**config.mk**
```make
export PLATFORM = sky130hd
export DESIGN_NAME = rate_limited_priority_queue
export DESIGN_NICKNAME = d
export VERILOG_FILES = /design/src/rtl/rlpq_pkg.sv /design/src/rtl/rlpq_ctrl.sv /design/src/rtl/rlpq_datapath.sv /design/src/rtl/rate_limited_priority_queue.sv
export SDC_FILE = /design/constraint.sdc
export NUM_CORES = 1
export LEC_CHECK = 0
export ABC_AREA = 0
export BUFFER_PORTS_ARGS = -buffer_cell sky130_fd_sc_hd__buf_2
export CORE_ASPECT_RATIO = 0.7
export CORE_MARGIN = 2
export CORE_UTILIZATION = 45
export DETAILED_ROUTE_END_ITERATION = 12
export PLACE_DENSITY = 0.74
export SLEW_MARGIN = 10
export SYNTH_ARGS = -nofsm -noshare
export SYNTH_HDL_FRONTEND = slang
export SYNTH_HIERARCHICAL = 1
export SYNTH_SLANG_ARGS = --single-unit
```
**constraint.sdc**
```tcl
create_clock -name clk_i -period 7.3 [get_ports clk_i]
set_input_delay 0 -clock clk_i [delete_from_list [all_inputs] [get_ports clk_i]]
set_output_delay 0 -clock clk_i [all_outputs]
set_load 0.03 [all_outputs]
```
**src/rtl/rlpq_pkg.sv**
```systemverilog
// ----------------------------------------------------------------------------
// rlpq_pkg
// Shared types and constants of the rate limited priority queue.
// ----------------------------------------------------------------------------
package rlpq_pkg;

  // Default number of queue slots
  localparam int unsigned QueueDepthDflt = 8;

  // Field widths
  localparam int unsigned HandleW   = 16;
  localparam int unsigned PrioW     = 8;
  localparam int unsigned TimeW     = 32;
  localparam int unsigned IntervalW = 16;
  localparam int unsigned OccW      = 4;
  localparam int unsigned StatusW   = 3;

  // Stream payload widths (whole bytes)
  localparam int unsigned InDataW  = 56;
  localparam int unsigned OutDataW = 24;

  // Interval register value after reset
  localparam logic [IntervalW-1:0] SendIntervalRst = 16'd1000;

  // Request kind
  typedef enum logic {
    CMD_PUSH = 1'b0,
    CMD_POLL = 1'b1
  } cmd_e;

  // Result status
  typedef enum logic [StatusW-1:0] {
    STAT_QUEUED  = 3'd0,
    STAT_DROPPED = 3'd1,
    STAT_EMPTY   = 3'd2,
    STAT_EARLY   = 3'd3,
    STAT_SENT    = 3'd4
  } status_e;

  // Controller states
  typedef enum logic {
    S_IDLE = 1'b0,
    S_EXEC = 1'b1
  } state_e;

  // Commands from controller to datapath
  typedef struct packed {
    logic load_in;  // capture the incoming request
    logic commit;   // update the queue and load the result register
  } ctrl_t;

endpackage

```
**src/rtl/rlpq_ctrl.sv**
```systemverilog
// ----------------------------------------------------------------------------
// rlpq_ctrl
// Request sequencer: accepts a request, commits it once the result register
// is free, and tracks the output valid flag.
// ----------------------------------------------------------------------------
module rlpq_ctrl (
  input  logic           clk_i,
  input  logic           rst_ni,
  input  logic           s_axis_tvalid_i,
  output logic           s_axis_tready_o,
  output logic           m_axis_tvalid_o,
  input  logic           m_axis_tready_i,
  output rlpq_pkg::ctrl_t ctrl_o
);

  rlpq_pkg::state_e state_q, state_d;
  logic             out_valid_q, out_valid_d;
  logic             out_free;

  // Result register can take a new result this cycle
  assign out_free = !out_valid_q || m_axis_tready_i;

  // State and output valid registers
  always_ff @(posedge clk_i or negedge rst_ni) begin
    if (!rst_ni) begin
      state_q     <= rlpq_pkg::S_IDLE;
      out_valid_q <= 1'b0;
    end else begin
      state_q     <= state_d;
      out_valid_q <= out_valid_d;
    end
  end

  // Next state and commands
  always_comb begin
    state_d        = state_q;
    ctrl_o.load_in = 1'b0;
    ctrl_o.commit  = 1'b0;
    out_valid_d    = out_valid_q && !m_axis_tready_i;
    s_axis_tready_o = 1'b0;
    unique case (state_q)
      rlpq_pkg::S_IDLE: begin
        s_axis_tready_o = 1'b1;
        if (s_axis_tvalid_i) begin
          ctrl_o.load_in = 1'b1;
          state_d        = rlpq_pkg::S_EXEC;
        end
      end
      rlpq_pkg::S_EXEC: begin
        if (out_free) begin
          ctrl_o.commit = 1'b1;
          out_valid_d   = 1'b1;
          state_d       = rlpq_pkg::S_IDLE;
        end
      end
      default: state_d = rlpq_pkg::S_IDLE;
    endcase
  end

  assign m_axis_tvalid_o = out_valid_q;

endmodule

```
**src/rtl/rlpq_datapath.sv**
```systemverilog
// ----------------------------------------------------------------------------
// rlpq_datapath
// Sorted slot registers with parallel priority compare, send interval timer
// and the result register.
// ----------------------------------------------------------------------------
module rlpq_datapath #(
  parameter int unsigned QUEUE_DEPTH = rlpq_pkg::QueueDepthDflt
) (
  input  logic                              clk_i,
  input  logic                              rst_ni,
  input  rlpq_pkg::ctrl_t                   ctrl_i,
  input  logic                              cfg_we_i,
  input  logic [rlpq_pkg::IntervalW-1:0]    cfg_wdata_i,
  input  logic [rlpq_pkg::InDataW-1:0]      s_axis_tdata_i,
  input  logic                              s_axis_tuser_i,
  output logic [rlpq_pkg::OutDataW-1:0]     m_axis_tdata_o,
  output logic [rlpq_pkg::StatusW-1:0]      m_axis_tuser_o
);

  localparam int unsigned CntW = $clog2(QUEUE_DEPTH + 1);
  localparam int unsigned Tail = QUEUE_DEPTH - 1;

  // Captured request
  rlpq_pkg::cmd_e                  in_cmd_q;
  logic [rlpq_pkg::HandleW-1:0]    in_handle_q;
  logic [rlpq_pkg::PrioW-1:0]      in_prio_q;
  logic [rlpq_pkg::TimeW-1:0]      in_now_q;

  // Queue state
  logic [rlpq_pkg::HandleW-1:0]    handle_q [QUEUE_DEPTH];
  logic [rlpq_pkg::HandleW-1:0]    handle_d [QUEUE_DEPTH];
  logic [rlpq_pkg::PrioW-1:0]      prio_q   [QUEUE_DEPTH];
  logic [rlpq_pkg::PrioW-1:0]      prio_d   [QUEUE_DEPTH];
  logic [CntW-1:0]                 count_q, count_d;
  logic [rlpq_pkg::TimeW-1:0]      last_send_q, last_send_d;
  logic [rlpq_pkg::IntervalW-1:0]  interval_q;

  // Result register
  rlpq_pkg::status_e               out_status_q, res_status;
  logic [rlpq_pkg::HandleW-1:0]    out_handle_q, res_handle;
  logic [rlpq_pkg::OccW-1:0]       out_occ_q;

  // Decode
  logic [QUEUE_DEPTH-1:0]          lt;
  logic [QUEUE_DEPTH-1:0]          ins_before;
  logic [rlpq_pkg::TimeW-1:0]      elapsed;
  logic                            full, drop, early, empty;
  logic                            push_do, pop_do;

  // Capture request fields
  always_ff @(posedge clk_i) begin
    if (ctrl_i.load_in) begin
      in_cmd_q    <= rlpq_pkg::cmd_e'(s_axis_tuser_i);
      in_handle_q <= s_axis_tdata_i[15:0];
      in_prio_q   <= s_axis_tdata_i[23:16];
      in_now_q    <= s_axis_tdata_i[55:24];
    end
  end

  // Compare the new priority against every occupied slot at once
  always_comb begin
    logic [QUEUE_DEPTH-1:0] low_mask;
    for (int i = 0; i < QUEUE_DEPTH; i++) begin
      lt[i] = (CntW'(i) < count_q) && (prio_q[i] < in_prio_q);
    end
    for (int i = 0; i < QUEUE_DEPTH; i++) begin
      low_mask      = {QUEUE_DEPTH{1'b1}} >> (QUEUE_DEPTH - 1 - i);
      ins_before[i] = |(lt & low_mask);
    end
  end

  assign full    = (count_q == CntW'(QUEUE_DEPTH));
  assign drop    = full && !(prio_q[Tail] < in_prio_q);
  assign empty   = (count_q == '0);
  assign elapsed = in_now_q - last_send_q;
  assign early   = elapsed < {{(rlpq_pkg::TimeW - rlpq_pkg::IntervalW){1'b0}}, interval_q};

  assign push_do = ctrl_i.commit && (in_cmd_q == rlpq_pkg::CMD_PUSH) && !drop;
  assign pop_do  = ctrl_i.commit && (in_cmd_q == rlpq_pkg::CMD_POLL) && !empty && !early;

  // Result selection
  always_comb begin
    res_handle = '0;
    if (in_cmd_q == rlpq_pkg::CMD_PUSH) begin
      res_status = drop ? rlpq_pkg::STAT_DROPPED : rlpq_pkg::STAT_QUEUED;
    end else if (empty) begin
      res_status = rlpq_pkg::STAT_EMPTY;
    end else if (early) begin
      res_status = rlpq_pkg::STAT_EARLY;
    end else begin
      res_status = rlpq_pkg::STAT_SENT;
      res_handle = handle_q[0];
    end
  end

  // Next slot contents: shift up on insert, shift down on pop
  always_comb begin
    count_d     = count_q;
    last_send_d = last_send_q;
    for (int i = 0; i < QUEUE_DEPTH; i++) begin
      handle_d[i] = handle_q[i];
      prio_d[i]   = prio_q[i];
    end
    if (push_do) begin
      if (!full) begin
        count_d = count_q + CntW'(1);
      end
      for (int i = 0; i < QUEUE_DEPTH; i++) begin
        if (i > 0 && ins_before[(i > 0) ? i - 1 : 0]) begin
          handle_d[i] = handle_q[(i > 0) ? i - 1 : 0];
          prio_d[i]   = prio_q[(i > 0) ? i - 1 : 0];
        end else if (lt[i] || (!ins_before[Tail] && CntW'(i) == count_q)) begin
          handle_d[i] = in_handle_q;
          prio_d[i]   = in_prio_q;
        end
      end
    end else if (pop_do) begin
      count_d     = count_q - CntW'(1);
      last_send_d = in_now_q;
      for (int i = 0; i < Tail; i++) begin
        handle_d[i] = handle_q[i + 1];
        prio_d[i]   = prio_q[i + 1];
      end
    end
  end

  // Slot payload
  always_ff @(posedge clk_i) begin
    for (int i = 0; i < QUEUE_DEPTH; i++) begin
      handle_q[i] <= handle_d[i];
      prio_q[i]   <= prio_d[i];
    end
  end

  // Control state and interval register
  always_ff @(posedge clk_i or negedge rst_ni) begin
    if (!rst_ni) begin
      count_q     <= '0;
      last_send_q <= '0;
      interval_q  <= rlpq_pkg::SendIntervalRst;
    end else begin
      count_q     <= count_d;
      last_send_q <= last_send_d;
      if (cfg_we_i) begin
        interval_q <= cfg_wdata_i;
      end
    end
  end

  // Load result register
  always_ff @(posedge clk_i) begin
    if (ctrl_i.commit) begin
      out_status_q <= res_status;
      out_handle_q <= res_handle;
      out_occ_q    <= rlpq_pkg::OccW'(count_d);
    end
  end

  assign m_axis_tdata_o = {4'd0, out_occ_q, out_handle_q};
  assign m_axis_tuser_o = out_status_q;

  // Fill level never passes the slot count
  a_count_bound: assert property (@(posedge clk_i) disable iff (!rst_ni)
    count_q <= CntW'(QUEUE_DEPTH))
    else $error("entry count above queue depth");

  // A dropped push leaves the fill level alone
  a_drop_keeps: assert property (@(posedge clk_i) disable iff (!rst_ni)
    (ctrl_i.commit && res_status == rlpq_pkg::STAT_DROPPED) |=> $stable(count_q))
    else $error("dropped push changed the queue");

  // A send removes exactly one entry
  a_send_pops: assert property (@(posedge clk_i) disable iff (!rst_ni)
    (ctrl_i.commit && res_status == rlpq_pkg::STAT_SENT)
      |=> (count_q == $past(count_q) - CntW'(1)))
    else $error("send did not remove one entry");

endmodule

```
**src/rtl/rate_limited_priority_queue.sv**
```systemverilog
// ----------------------------------------------------------------------------
// rate_limited_priority_queue
// Bounded priority queue, sorted by descending priority, with a minimum
// interval between sends.
// ----------------------------------------------------------------------------
// Each request (push or poll) is captured in S_IDLE, then S_EXEC compares
// the new priority against all slots in parallel and updates the sorted slot
// registers; only then is the next request taken. A waiting result does not
// block the capture of the next request; the update waits only while the
// result is held by m_axis_tready_i low. Pushes into a full queue evict the
// tail when the new priority is strictly higher, otherwise they are dropped.
// A poll sends the head once (now_ms - last send time) modulo 2^32 reaches
// send_interval_ms (reset 1000), written through cfg_we_i / cfg_wdata_i; the
// user must write it only while idle; the block does not check this.
module rate_limited_priority_queue #(
  parameter int unsigned QUEUE_DEPTH = rlpq_pkg::QueueDepthDflt
) (
  input  logic                           clk_i,
  input  logic                           rst_ni,
  // Configuration: send_interval_ms
  input  logic                           cfg_we_i,
  input  logic [rlpq_pkg::IntervalW-1:0] cfg_wdata_i,
  // Request stream
  input  logic                           s_axis_tvalid_i,
  output logic                           s_axis_tready_o,
  // [15:0] msg_handle, [23:16] msg_priority, [55:24] now_ms
  input  logic [rlpq_pkg::InDataW-1:0]   s_axis_tdata_i,
  // [0] cmd (0 push, 1 poll)
  input  logic                           s_axis_tuser_i,
  // Result stream
  output logic                           m_axis_tvalid_o,
  input  logic                           m_axis_tready_i,
  // [15:0] sent_handle, [19:16] occupancy, [23:20] zero
  output logic [rlpq_pkg::OutDataW-1:0]  m_axis_tdata_o,
  // [2:0] status
  output logic [rlpq_pkg::StatusW-1:0]   m_axis_tuser_o
);

  rlpq_pkg::ctrl_t ctrl;

  // Sequencer
  rlpq_ctrl u_ctrl (
    .clk_i           (clk_i),
    .rst_ni          (rst_ni),
    .s_axis_tvalid_i (s_axis_tvalid_i),
    .s_axis_tready_o (s_axis_tready_o),
    .m_axis_tvalid_o (m_axis_tvalid_o),
    .m_axis_tready_i (m_axis_tready_i),
    .ctrl_o          (ctrl)
  );

  // Queue datapath
  rlpq_datapath #(
    .QUEUE_DEPTH (QUEUE_DEPTH)
  ) u_datapath (
    .clk_i          (clk_i),
    .rst_ni         (rst_ni),
    .ctrl_i         (ctrl),
    .cfg_we_i       (cfg_we_i),
    .cfg_wdata_i    (cfg_wdata_i),
    .s_axis_tdata_i (s_axis_tdata_i),
    .s_axis_tuser_i (s_axis_tuser_i),
    .m_axis_tdata_o (m_axis_tdata_o),
    .m_axis_tuser_o (m_axis_tuser_o)
  );

endmodule

```
==> reports/metrics.yaml, run 1 <==
holdWs_ps: 48.9
clockRootBuffer: "clkbuf_16"
die-width_um: 243
path_cells: "inv_1, ha_1, fa_1, nand2b_1, a21oi_1, o21ai_0, nor2_1, nor2_1, xnor2_1, ha_1, nand4_1, nor3_1, a22oi_1, and3_1, nand4_1, nor4_1, and4_4, nor2_4, o22a_1"
cts_buffer_depth: 3
powerDensity_nw_per_um2: 351
numCtsBuffers: 36
slowest_stage: "o22a_1"
cts_resized: 0
rsz0062_at_grt: "false"
grt.total_usage_pct: 21.8
cts_tree: "built"
crit_buf_inv: 1
overflow: 0
ant_nets: 0
worst_slew_pin_slew_ps: 1170
arrival_ps: 6100
synthesis.area_sq_um: 18000
pin_count: 107
htreeDepth: 2
core_sq_um: 39500
gp_congestion: 0.958
clk_latency_ps: 550
crit_path_start: "u_datapath/in_now_q[0]"
cpPeakStageDelay_ps: 1030
vias: 13544
nFillCells: 3337
p_leak_nw: 8.87
finalSetupViolCount: 0
antenna_cells: 0
yosys_warnings: 6
grt_pass1_vias: 12429
grt_pass1_wl_um: 71500
firstDrtPassIters: 6
max_freq_mhz: 168
multiInputGateArea_sq_um: 7770
cp_top_family: "simple AND/OR/NAND/NOR gates"
postCtsSetupRepairBufs: 0
drv_cap: 0
yosysTopAreaCell: "edfxtp_1"
ys_ff_latch: 326
grt_max_degree: 108
async_flop_share_pct: 16.6
finalCritPeriodShare_pct: 81.6
syn2layout_area_growth_pct: 17.4
hold_viol: 0
drive_gt1_share_pct: 10.9
die_h_um: 171
synth.avg_cell_area_sq_um: 10.6
cp.required_ps: 7450
start_kind: "register"
r2r-start: "u_datapath/in_now_q[0]"
synth_edf_count: 272
synth.area.top_cells: "edfxtp_1 (45%), ha_1 (7.4%), mux2i_1 (7.0%)"
min_period_ps: 5950
min_from: "cfg_we_i"
fin_nets: 2028
syn_inst: 1687
ff_latch_area_sq_um: 9530
dieArea_sq_um: 41600
drt_wl_total_um: 45700
initial_core_util_pct: 45.4
critPathCaptureType: "register"
outcome: "finished, final reports clean"
fin_tns_setup_ps: 0
wl_per_cell_um: 19.0
drt_iter0_markers: 1522
rows: 61
worst_slack_ps: 1350
drc: 0
yosys.area.top_type_share_pct: 45.5
path_class: "reg -> reg"
pre_cts_slack_ps: 1420
clkTransAtPathRegs_ps: 70
cts.sinks: 326
antenna_found_initial: 0
hpwlAfterDp_um: 30500
peakVddDrop_mv: 0.186
synth_ff_type: "edfxtp_1"
ys_seq_area_share_pct: 53.0
numPortBuffers: 102
slew_headroom_pct: 21.9
fin_skew_ps: 27.7
slew_violations: 0
path_max_fanout: 35
worstHoldPathType: "in -> reg"
via_per_inst: 5.63
synthDistinctLibCells: 80
-- cells by family after synthesis --
group                      after synthesis  synth area share [%]
xor gates and xnor gates                20                 0.975
muxes                                  157                  8.97
AOI/OAI and AO/OA                      403                  13.2
DFF                                    326                  53.0
other                                    1                0.0209
adders and majority gates              107                  7.50
and+or+nand+nor                        498                  12.2
buffers and inverters                  175                  4.10
-- worst reg2reg max path, delay by kind of cell (launching register included) --
kind            cells  cell delay (ps)
buf+inv             1               50
compound gates      4             1790
simple gates       10             2280
fa+ha+maj           3              920
xor+xnor            1              150
flops               1              350
-- registers in the layout (all words and copies together), names as in the netlist --
| name | flops |
|---|---|
| u_datapath/in_handle_q | 16 |
| u_datapath/count_q | 4 |
| u_datapath/handle_q | 128 |
| u_datapath/last_send_q | 32 |
| u_datapath/prio_q | 64 |
| u_ctrl/state_q | 1 |
| u_datapath/in_cmd_q | 1 |
| u_ctrl/m_axis_tvalid_o | 1 |
| u_datapath/out_handle_q | 16 |
| u_datapath/out_occ_q | 4 |
| u_datapath/m_axis_tuser_o | 3 |
| u_datapath/interval_q | 16 |
| u_datapath/in_now_q | 32 |
| u_datapath/in_prio_q | 8 |
-- through the flow --
step | cell area [sq um] | cells | total power [mW] | utilization, %
4_1_cts | 21100 | 2405 | 7.36 | 53.3
3_3_place_gp | 18800 | 2234 | 5.41 | 47.7
6_report | 21100 | 2405 | 7.40 | 53.3
2_1_floorplan | 18000 | 1690 | 4.76 | -
5_1_grt | 21100 | 2405 | 7.82 | 53.3
3_5_place_dp | 18900 | 2235 | 5.50 | 47.7
-- metal layers --
metal / share of wire (%) / track usage, %
met1: 48 / 35.1
met4: 1.4 / 4.80
met3: 11 / 4.60
met5: 0 / 0
met2: 40 / 29.4
-- path summary, 6_finish.rpt --
check	endpoint	slack, ps	cells past startpoint
setup / recovery	u_datapath/handle_q[1][29]	1350	19
max in group asynchronous	u_datapath/count_q[2]	6640	3
min in group asynchronous	u_datapath/last_send_q[20]	150	3
hold reg to reg	u_datapath/last_send_q[18]	480	1
setup reg to reg	u_datapath/handle_q[1][29]	1350	19
hold / removal	u_datapath/interval_q[0]	50	2
-- cell usage after synthesis (11+ instances only) --
| master | n |
|---|---|
| inv_1 | 64 |
| xnor2_1 | 11 |
| and2_1 | 21 |
| nor3_1 | 12 |
| buf_2 | 19 |
| nand2b_1 | 15 |
| nand4_1 | 16 |
| o21a_1 | 11 |
| o211ai_1 | 12 |
| a21o_1 | 26 |
| nand2_1 | 296 |
| clkbuf_1 | 78 |
| a21oi_1 | 97 |
| mux2_1 | 31 |
| o21ai_0 | 170 |
| ha_1 | 106 |
| dfrtp_1 | 48 |
| edfxtp_1 | 272 |
| nor2_1 | 85 |
| a211oi_1 | 11 |
| o21ai_1 | 15 |
| mux2i_1 | 125 |
| nand3_1 | 14 |
-- cells in the final DEF, fill, tap and decap left out, drive strengths merged, types with 12 or more instances in the layout --
| cell type | count |
|---|---|
| inv | 66 |
| and2 | 21 |
| ha | 106 |
| mux2i | 125 |
| edfxtp | 272 |
| a211oi | 12 |
| dfrtp | 48 |
| nor2 | 87 |
| nor3 | 12 |
| nand3 | 14 |
| buf | 120 |
| dlygate4sd3 | 105 |
| a21oi | 98 |
| clkbuf | 46 |
| mux2 | 32 |
| nand4 | 17 |
| o211ai | 12 |
| o21ai | 185 |
| nand2 | 297 |
| clkinv | 15 |
| nand2b | 16 |
| a21o | 26 |
-- area by class of cell --
type / instances / share of cell area, %
clock buffer: 46 / 4.50
tap: 535 / 3.18
clock inverter: 19 / 0.967
sequential: 326 / 45.2
inverter: 65 / 1.16
timing repair buffer: 225 / 8.14
multi-input combinational: 1189 / 36.9
-- repair_timing --
action / 4_1_cts / 5_1_grt
hold buffers: 105 / 0
hold endpoints to repair: 123 / 0
setup endpoints to repair: 0 / 0
-- power by group --
part / switching, mW / total (mW) / internal (mW)
Combinational: 1.73 / 2.83 / 1.10
Sequential: 0.259 / 2.77 / 2.51
Clock: 0.759 / 1.79 / 1.04
Total: 2.75 / 7.40 / 4.65
No activity file was read; power rests on OpenSTA's default activity.
==> inputs of run 2 (changes only) <==
Clock period 7.3 ns to 5.66 ns, I/O delays scaled along.
==> reports/metrics.yaml, run 2 (same netlist as run 1, synthesis figures left out) <==
outcome: "finished, final reports clean"  # unchanged
dieArea_sq_um: 41600  # unchanged
drv_cap: 0  # unchanged
die_h_um: 171  # unchanged
hold_viol: 0  # unchanged
path_max_fanout: 24  # was 35
drt_wl_total_um: 46200  # was 45700 um
fin_tns_setup_ps: 0  # unchanged
p_leak_nw: 8.86  # was 8.87 nW
clk_latency_ps: 550  # about the same
numCtsBuffers: 36  # unchanged
slew_violations: 0  # unchanged
cpPeakStageDelay_ps: 410  # was 1030 ps
placed_area_sq_um: 18900  # about the same
hpwlAfterDp_um: 31700  # was 30500 um
slowest_stage: "fa_1"  # was o22a_1
wl_per_cell_um: 19.2  # was 19.0 um
ant_nets: 0  # unchanged
p_comb_share_pct: 38.7  # was 38.3%
final_area_sq_um: 21100  # about the same
via_per_inst: 5.61  # was 5.63
mostFrequentLayoutCells: "nand2_1 (296), edfxtp_1 (272), o21ai_0 (170), mux2i_1 (125), ha_1 (106)"  # unchanged
firstDrtPassIters: 8  # was 6
postCtsSetupRepairBufs: 0  # unchanged
rows: 61  # unchanged
finalSetupViolCount: 0  # unchanged
numPortBuffers: 102  # unchanged
top_register: "u_datapath/handle_q"  # unchanged
worst_slack_ps: 511  # was 1350 ps
path_cells: "inv_1, ha_1, fa_1, nand2b_1, a21oi_1, nor2_1, o21ba_2, xnor2_1, ha_1, a21oi_1, nand2_1, a211oi_1, nor2_1, nor4_1, nand4b_1, nor4_1, and4_4, o21ai_1, a21boi_2, buf_4"  # was inv_1, ha_1, fa_1, nand2b_1, a21oi_1, o21ai_0, nor2_1, nor2_1, xnor2_1, ha_1, nand4_1, nor3_1, a22oi_1, and3_1, nand4_1, nor4_1, and4_4, nor2_4, o22a_1
critPathCaptureType: "register"  # unchanged
worstReg2RegEnd: "u_datapath/handle_q[1][33]"  # was u_datapath/handle_q[1][29]
die-width_um: 243  # unchanged
worst_slew_pin_slew_ps: 1180  # was 1170 ps
p_switching_mw: 3.56  # was 2.75 mW
htreeDepth: 2  # unchanged
max_freq_mhz: 194  # was 168 MHz
layout_commonest_cell: "nand2_1"  # unchanged
antenna_found_initial: 2  # was 0
pin_count: 107  # unchanged
cp.required_ps: 5910  # was 7450 ps
postLayoutCoreUtil_pct: 53.3  # about the same
r2r-start: "u_datapath/in_now_q[0]"  # unchanged
crit_buf_inv: 2  # was 1
switching_share_pct: 37.5  # was 37.1%
holdWs_ps: 62.6  # was 48.9 ps
cts_tree: "built"  # unchanged
core_sq_um: 39500  # unchanged
hold_depth: 2  # unchanged
min_period_ps: 5150  # was 5950 ps
finalCritPeriodShare_pct: 91.0  # was 81.6%
drive_gt1_share_pct: 11.2  # was 10.9%
worstHoldPathType: "in -> reg"  # unchanged
power.clock.fraction_pct: 23.7  # was 24.2%
gp_congestion: 0.864  # was 0.958
grt_pass1_vias: 12568  # was 12429
cp_top_family: "simple AND/OR/NAND/NOR gates"  # unchanged
dp.cells: 2238  # was 2235
cts_resized: 0  # unchanged
nFillCells: 3445  # was 3337
slew_headroom_pct: 21.0  # was 21.9%
grt.total_usage_pct: 22.1  # was 21.8%
cts.sinks: 326  # unchanged
p_total_mw: 9.49  # was 7.40 mW
min_from: "cfg_we_i"  # unchanged
p_int_mw: 5.94  # was 4.65 mW
overflow: 0  # unchanged
syn2layout_area_growth_pct: 17.2  # was 17.4%
grt_pass1_wl_um: 72500  # was 71500 um
rsz0062_at_grt: "false"  # unchanged
grt_max_degree: 121  # was 108
r2r_cells: 20  # was 19
seqPwrFrac_pct: 37.6  # was 37.5%
start_kind: "register"  # unchanged
arrival_ps: 5400  # was 6100 ps
largestRegisters: "u_datapath/handle_q x128, u_datapath/prio_q x64"  # unchanged
clockRootBuffer: "clkbuf_16"  # unchanged
cts_buffer_depth: 3  # unchanged
fin_skew_ps: 30.6  # was 27.7 ps
hold_end: "u_datapath/interval_q[0]"  # unchanged
drc: 0  # unchanged
pre_cts_slack_ps: 269  # was 1420 ps
drt_iter0_markers: 1380  # was 1522
clkTransAtPathRegs_ps: 60  # was 70 ps
initial_core_util_pct: 45.4  # unchanged
ff2ff_setup_slack_ps: 510  # was 1350 ps
instances_no_fill: 2410  # was 2405
path_class: "reg -> reg"  # unchanged
powerDensity_nw_per_um2: 451  # was 351 nW/um^2
vias: 13527  # was 13544
fin_nets: 2032  # was 2028
peakVddDrop_mv: 0.260  # was 0.186 mV
largest_reg_flops: 128  # unchanged
run 2: layout make-up:
cell class              instances  area [sq um]  share of cell area, %
inverters                      65           244                   1.16
diodes                          1          2.50                 0.0119
clock inverters                16           134                  0.636
multi-input cells            1190          7780                   36.9
clock buffers                  49           981                   4.66
repair buffers                228          1720                   8.16
well taps                     535           669                   3.18
flip-flops and latches        326          9530                   45.2
run 2: worst max-delay path by stage:
stage | slack [ps] | end | from | cells past startpoint
floorplan | 570 | u_datapath/handle_q[0][48] | u_datapath/in_now_q[6] | 20
global placement | 490 | u_datapath/handle_q[1][22] | u_datapath/in_now_q[6] | 20
detailed placement | 270 | u_datapath/handle_q[1][27] | u_datapath/in_now_q[6] | 20
CTS | 200 | u_datapath/handle_q[1][21] | u_datapath/in_now_q[6] | 20
global route | 140 | u_datapath/handle_q[1][33] | u_datapath/in_now_q[0] | 20
finish | 510 | u_datapath/handle_q[1][33] | u_datapath/in_now_q[0] | 20
run 2: timing repair:
item,4_1_cts,5_1_grt
endpoints found under the setup margin,0,72
hold buffers,105,0
endpoints found under the hold margin,123,0
run 2: power groups by stage:
stage | sequential, mW | combinational [mW] | clock (mW)
after floorplan | 3.52 | 2.63 | 0
after CTS | 3.56 | 3.59 | 2.29
after global placement | 3.58 | 3.44 | 0
after detailed placement | 3.61 | 3.51 | 0
final | 3.57 | 3.67 | 2.25
after global routing | 3.62 | 4.07 | 2.38
run 2: routing by layer:
metal	track usage, %	routed length, um	up-vias
met3	3.51	4280	70
met4	5.49	913	2
li1	-	-	6395
met5	0	13	-
met2	29.6	17700	599
met1	36.3	23300	6461
